===== config.mk =====
export PLATFORM = sky130hd
export DESIGN_NAME = bpa_ctrl
export DESIGN_NICKNAME = d
export VERILOG_FILES = /design/src/hw/rtl/bpa_pkg.sv /design/src/hw/rtl/bpa_ctrl.sv
export SDC_FILE = /design/constraint.sdc
export NUM_CORES = 1
export LEC_CHECK = 0
export BUFFER_PORTS_ARGS = -buffer_cell sky130_fd_sc_hd__buf_2
export CELL_PAD_IN_SITES_DETAIL_PLACEMENT = 2
export CELL_PAD_IN_SITES_GLOBAL_PLACEMENT = 2
export CORE_MARGIN = 3
export CORE_UTILIZATION = 24
export CTS_BUF_LIST = sky130_fd_sc_hd__clkbuf_4 sky130_fd_sc_hd__clkbuf_8 sky130_fd_sc_hd__clkbuf_16
export CTS_CLUSTER_DIAMETER = 150
export CTS_CLUSTER_SIZE = 24
export DETAILED_ROUTE_END_ITERATION = 10
export GPL_ROUTABILITY_DRIVEN = 0
export MAX_ROUTING_LAYER = met4
export PLACE_DENSITY = 0.87
export SLEW_MARGIN = 20
export SYNTH_ARGS = -nofsm -noshare
export SYNTH_HDL_FRONTEND = slang
export SYNTH_SLANG_ARGS = --single-unit

===== constraint.sdc =====
create_clock -name clock -period 1.71 [get_ports clock]
set_input_delay 0.171 -clock clock [delete_from_list [all_inputs] [get_ports clock]]
set_output_delay 0.171 -clock clock [all_outputs]
set_load 0.02 [all_outputs]

===== src/hw/rtl/bpa_pkg.sv =====
package bpa_pkg;

   localparam int WORD_BITS = 64;
   localparam int BIT_W     = 6;
   localparam int ADDR_W    = 10;
   localparam int MAP_WORDS = 1024;
   localparam int PAGE_W    = 16;
   localparam int CNT_W     = 17;

   localparam logic [CNT_W-1:0]  MAX_PAGES = 17'd65536;
   localparam logic [ADDR_W-1:0] LAST_MAP_WORD = 10'(MAP_WORDS - 1);

   localparam logic [1:0] FUNC_ALLOC   = 2'd0;
   localparam logic [1:0] FUNC_FREE    = 2'd1;
   localparam logic [1:0] FUNC_RESERVE = 2'd2;
   localparam logic [1:0] FUNC_NONE    = 2'd3;

   localparam logic [1:0] ST_DONE  = 2'd0;
   localparam logic [1:0] ST_NOFIT = 2'd1;
   localparam logic [1:0] ST_BAD   = 2'd2;

   localparam logic [2:0] REG_PAGE_TOTAL = 3'd0;

   typedef enum logic [2:0] {
      S_CLEAR,
      S_IDLE,
      S_CHECK,
      S_SCAN1,
      S_SCAN2,
      S_WPREP,
      S_WRITE,
      S_DONE
   } state_type;

   typedef struct packed {
      logic       load;
      logic       clear_step;
      logic       scan_init;
      logic       scan_pass2;
      logic       scan_step;
      logic       write_init;
      logic       write_step;
      logic       finish;
      logic [1:0] code;
   } cmd_type;

   typedef struct packed {
      logic clear_last;
      logic req_bad;
      logic is_alloc;
      logic skip_pass1;
      logic skip_pass2;
      logic scan_hit;
      logic scan_miss;
      logic write_last;
      logic out_busy;
   } sts_type;

   function automatic logic [WORD_BITS-1:0] ones_from(input logic [BIT_W-1:0] idx);
      return {WORD_BITS{1'b1}} << idx;
   endfunction

   function automatic logic [WORD_BITS-1:0] ones_upto(input logic [BIT_W-1:0] idx);
      return {WORD_BITS{1'b1}} >> (6'd63 - idx);
   endfunction

endpackage


===== src/hw/rtl/bpa_ctrl.sv =====
module bpa_ctrl import bpa_pkg::*; (
   input  logic    clock,
   input  logic    reset,
   input  logic    req_valid,
   output logic    req_stall,
   input  sts_type sts,
   output cmd_type cmd
);

   state_type  state_ff, state_in;
   logic [1:0] code_ff, code_in;

   always_ff @(posedge clock) begin
      if (reset) begin
         state_ff <= S_CLEAR;
         code_ff  <= ST_DONE;
      end else begin
         state_ff <= state_in;
         code_ff  <= code_in;
      end
   end

   always_comb begin
      state_in  = state_ff;
      code_in   = code_ff;
      cmd       = '0;
      cmd.code  = code_ff;
      req_stall = 1'b1;
      unique case (state_ff)
         S_CLEAR: begin
            cmd.clear_step = 1'b1;
            if (sts.clear_last) state_in = S_IDLE;
         end
         S_IDLE: begin
            req_stall = 1'b0;
            if (req_valid) begin
               cmd.load = 1'b1;
               state_in = S_CHECK;
            end
         end
         S_CHECK: begin
            priority if (sts.req_bad) begin
               code_in  = ST_BAD;
               state_in = S_DONE;
            end else if (!sts.is_alloc) begin
               cmd.write_init = 1'b1;
               state_in       = S_WRITE;
            end else if (!sts.skip_pass1) begin
               cmd.scan_init = 1'b1;
               state_in      = S_SCAN1;
            end else if (!sts.skip_pass2) begin
               cmd.scan_init  = 1'b1;
               cmd.scan_pass2 = 1'b1;
               state_in       = S_SCAN2;
            end else begin
               code_in  = ST_NOFIT;
               state_in = S_DONE;
            end
         end
         S_SCAN1: begin
            cmd.scan_step = 1'b1;
            priority if (sts.scan_hit) begin
               state_in = S_WPREP;
            end else if (sts.scan_miss && !sts.skip_pass2) begin
               cmd.scan_init  = 1'b1;
               cmd.scan_pass2 = 1'b1;
               state_in       = S_SCAN2;
            end else if (sts.scan_miss) begin
               code_in  = ST_NOFIT;
               state_in = S_DONE;
            end
         end
         S_SCAN2: begin
            cmd.scan_step = 1'b1;
            priority if (sts.scan_hit) begin
               state_in = S_WPREP;
            end else if (sts.scan_miss) begin
               code_in  = ST_NOFIT;
               state_in = S_DONE;
            end
         end
         S_WPREP: begin
            cmd.write_init = 1'b1;
            state_in       = S_WRITE;
         end
         S_WRITE: begin
            cmd.write_step = 1'b1;
            if (sts.write_last) begin
               code_in  = ST_DONE;
               state_in = S_DONE;
            end
         end
         S_DONE: begin
            if (!sts.out_busy) begin
               cmd.finish = 1'b1;
               state_in   = S_IDLE;
            end
         end
         default: state_in = S_CLEAR;
      endcase
   end

   a_accept_check: assert property (@(posedge clock) disable iff (reset)
      (req_valid && !req_stall) |=> state_ff == S_CHECK)
      else $error("accepted word did not move to the check state");

   a_hit_write: assert property (@(posedge clock) disable iff (reset)
      ((state_ff == S_SCAN1 || state_ff == S_SCAN2) && sts.scan_hit)
      |=> state_ff == S_WPREP)
      else $error("found run was not written");

   a_write_hold: assert property (@(posedge clock) disable iff (reset)
      (state_ff == S_WRITE && !sts.write_last) |=> state_ff == S_WRITE)
      else $error("range write left early");

endmodule


==> metrics <==
Setup Crit Path Kind=flop to output pin; clock tree buffer depth=2; final design utilization=0.364; Initial Util=0.269; met1 track demand over resource=0.188; summed instance area of the synthesized netlist=roughly 560 um^2; sequential cell area=109 um^2; Area after DPL=about 700 um^2; Post-synth EDFFs=0; most used flip-flop cell after synthesis=sky130_fd_sc_hd__dfxtp_1; wirelength, routed=a little over 2 mm; CP peak stage delay=around 0.39 ns; total net switching power=150 uW; transition time at the pin with the least slew margin=about 0.32 ns; wire length of the first global-routing pass=approximately 3.4 mm; clock tree root driver cell=sky130_fd_sc_hd__clkbuf_4; Final Max Tran Viols=0; sequential share of the synthesized area=0.179; unrepaired setup endpoints after global routing=false; path category of the worst min-delay check=input port to flop; number of failing hold endpoints at the final stage=0; Iter 0 DRT Violations=4; via count of the first global-routing pass=slightly above 700; total number of H-tree levels=1; Clk Latency, worst-skew pair=approximately 0.24 ns; yosys warns=0; busiest metal layer after global routing=met2; sum of net half-perimeters after detailed placement=roughly 1.6 mm; largest clock skew in the final design=roughly 0.0015 ns; slowest stage cell, crit path=sky130_fd_sc_hd__dfxtp_4; GRT Total Usage=0.162; remaining antenna violation count after routing=0; crit-path max FO=11; fraction of registers with async set/reset=0; power density cells=about 580 nW/um^2; die area=2950 um^2; number of nets at the end of the flow=115; cell taking the most area after synthesis=sky130_fd_sc_hd__dfxtp_1; fill cell total of the finished layout=~260; cell chain of the critical path=nor4b_4, a21oi_1, o22ai_1, buf_2; synthesis-stage register bit count=5; register clock-pin slew on the reported worst setup and hold paths=approximately 0.05 ns; outcome=finished, final reports clean; design area=between 700 and 800 um^2; startpoint type of the worst setup path=flop; total negative setup slack=0 ns; met2 global-route usage=0.297; number of port buffers=22; multi-input logic area=a little over 400 um^2; Period minus WS final=between 1.5 and 2 ns; total design power=between 400 and 500 uW; Leakage Power=0.000315 uW; final routed DRC violation total=0; count of final setup violators=0; layout-stage area growth over the synthesis result=35.3%; met3 global-route usage=0.0327; Avg Inst Size Synth=between 7 and 8 um^2; post-synthesis cell count=76; leading cell type in the layout, fill and taps excluded=sky130_fd_sc_hd__buf_2; worst endpoint data arrival time=1.43 ns; Wirelength per Cell=15.8 um; die height=around 54 um; cts hold-fix bufs=0; Congestion Overflow GR=0; sw frac=0.342; hold_ws=0.121 ns; number of buffers added by the clock tree synthesis step=3; power share of the sequential group=0.318; most area-consuming cells after synthesis=sky130_fd_sc_hd__dfxtp_1 (18%), sky130_fd_sc_hd__a21oi_1 (6.3%), sky130_fd_sc_hd__nor2_1 (6.0%), sky130_fd_sc_hd__nor4b_4 (4.3%), sky130_fd_sc_hd__buf_6 (4.0%); Int Pwr=slightly below 300 uW; Worst Setup End Kind=output pin; number of rows in the core area=16; VDD IR max=~0.4 mV; total number of vias=692; largest net degree at the start of global routing=12; I/O pins=23; Fmax achieved=~620 MHz; Vias per Instance=~5.4; clock sink count=5; worst slew margin relative to its limit=0.788; share of the clock period used by the worst path=0.938; fraction of final layout cells with drive strength greater than 1=0.431; total inserted antenna cells=0; combinational share of power=0.326; maximum capacitance violations=0; top library cells by usage in the layout, fill and taps aside=sky130_fd_sc_hd__buf_2 (21), sky130_fd_sc_hd__nor2_1 (9), sky130_fd_sc_hd__a21oi_1 (7), sky130_fd_sc_hd__buf_4 (7); Synth Net Count=88; core area=2080 um^2; share of the synthesized area in the top cell type=0.179; clock group share of total power=0.356; Horiz. Die Dim=54.3 um; number of distinct library cell variants in the gate-level netlist after synthesis=37; required arrival time at the worst endpoint=1.54 ns; initial antenna violation count=0; TritonCTS clock tree=built; Initial DRT Pass Iterations=4
==> kinds of logic after synthesis <==
logic type      Yosys count  share of synthesized area
flops                     5                      0.179
simple gates             33                      0.387
buf+inv                  12                      0.116
mux                       1                     0.0179
compound gates           25                      0.300
==> power by group through the flow <==
stage                     clock, uW  combinational [uW]  sequential [uW]
after detailed placement          0                 139              142
final                           156                 143              140
after global placement            0                 135              141
after global routing            167                 158              141
after CTS                       160                 140              141
after floorplan                   0                89.5              135
==> critical path, delay by kind of cell (launching register included) <==
kind	cells	cell delay (ns)
and+or+nand+nor	1	0.36
AOI/OAI and AO/OA	2	0.26
buffers and inverters	1	0.19
DFF	1	0.39
==> worst paths after layout <==
path	end	slack [ns]	cells past startpoint	from
worst max-delay path	cmd[7]	0.11	4	state_ff[0]
worst min-delay path	state_ff[1]	0.12	2	reset
worst max register to register	code_ff[0]	0.19	5	state_ff[0]
worst min register to register	code_ff[1]	0.48	2	code_ff[1]
==> metrics by stage <==
| stage | setup slack (ns) | instances |
|---|---|---|
| final | 0.106 | 129 |
| after detailed placement | 0.0486 | 124 |
| after CTS | 0.0228 | 129 |
| after floorplan | 0.112 | 76 |
| after global placement | 0.117 | 124 |
| after global routing | 0.00832 | 129 |
==> flip-flops by register name, indices dropped and copies added, names as in the netlist <==
signal,flops
state_ff,3
code_ff,2
==> timing repair <==
action,CTS,global route
buffers inserted,1,0
endpoints found under the setup margin,6,4
cloned,0,0
hold endpoints to repair,0,0
pin swaps,0,1
gates resized for setup,3,5
==> synthesized netlist by cell type (2+ instances only) <==
library cell / count
sky130_fd_sc_hd__inv_1: 5
sky130_fd_sc_hd__buf_6: 2
sky130_fd_sc_hd__nor3_1: 4
sky130_fd_sc_hd__nand2_1: 5
sky130_fd_sc_hd__o21ai_0: 2
sky130_fd_sc_hd__dfxtp_1: 5
sky130_fd_sc_hd__a211oi_1: 2
sky130_fd_sc_hd__a21oi_1: 7
sky130_fd_sc_hd__o22ai_1: 3
sky130_fd_sc_hd__nor2_1: 9
sky130_fd_sc_hd__a31oi_1: 2
sky130_fd_sc_hd__or3_1: 2
sky130_fd_sc_hd__buf_2: 3
sky130_fd_sc_hd__nand2b_1: 2
==> area by class of cell <==
cell class / instances / area share
multi-input combinational: 59 / 0.534
clock buffer: 4 / 0.0397
timing repair buffer: 28 / 0.208
sequential: 5 / 0.144
tap: 27 / 0.0446
inverter: 6 / 0.0298
==> per-layer routing <==
metal	routed length, um	part of all wire
met1	922	0.45
met3	84	0.041
met5	0	0
met2	1030	0.51
met4	0	0
(Power assumes the default switching activity.)
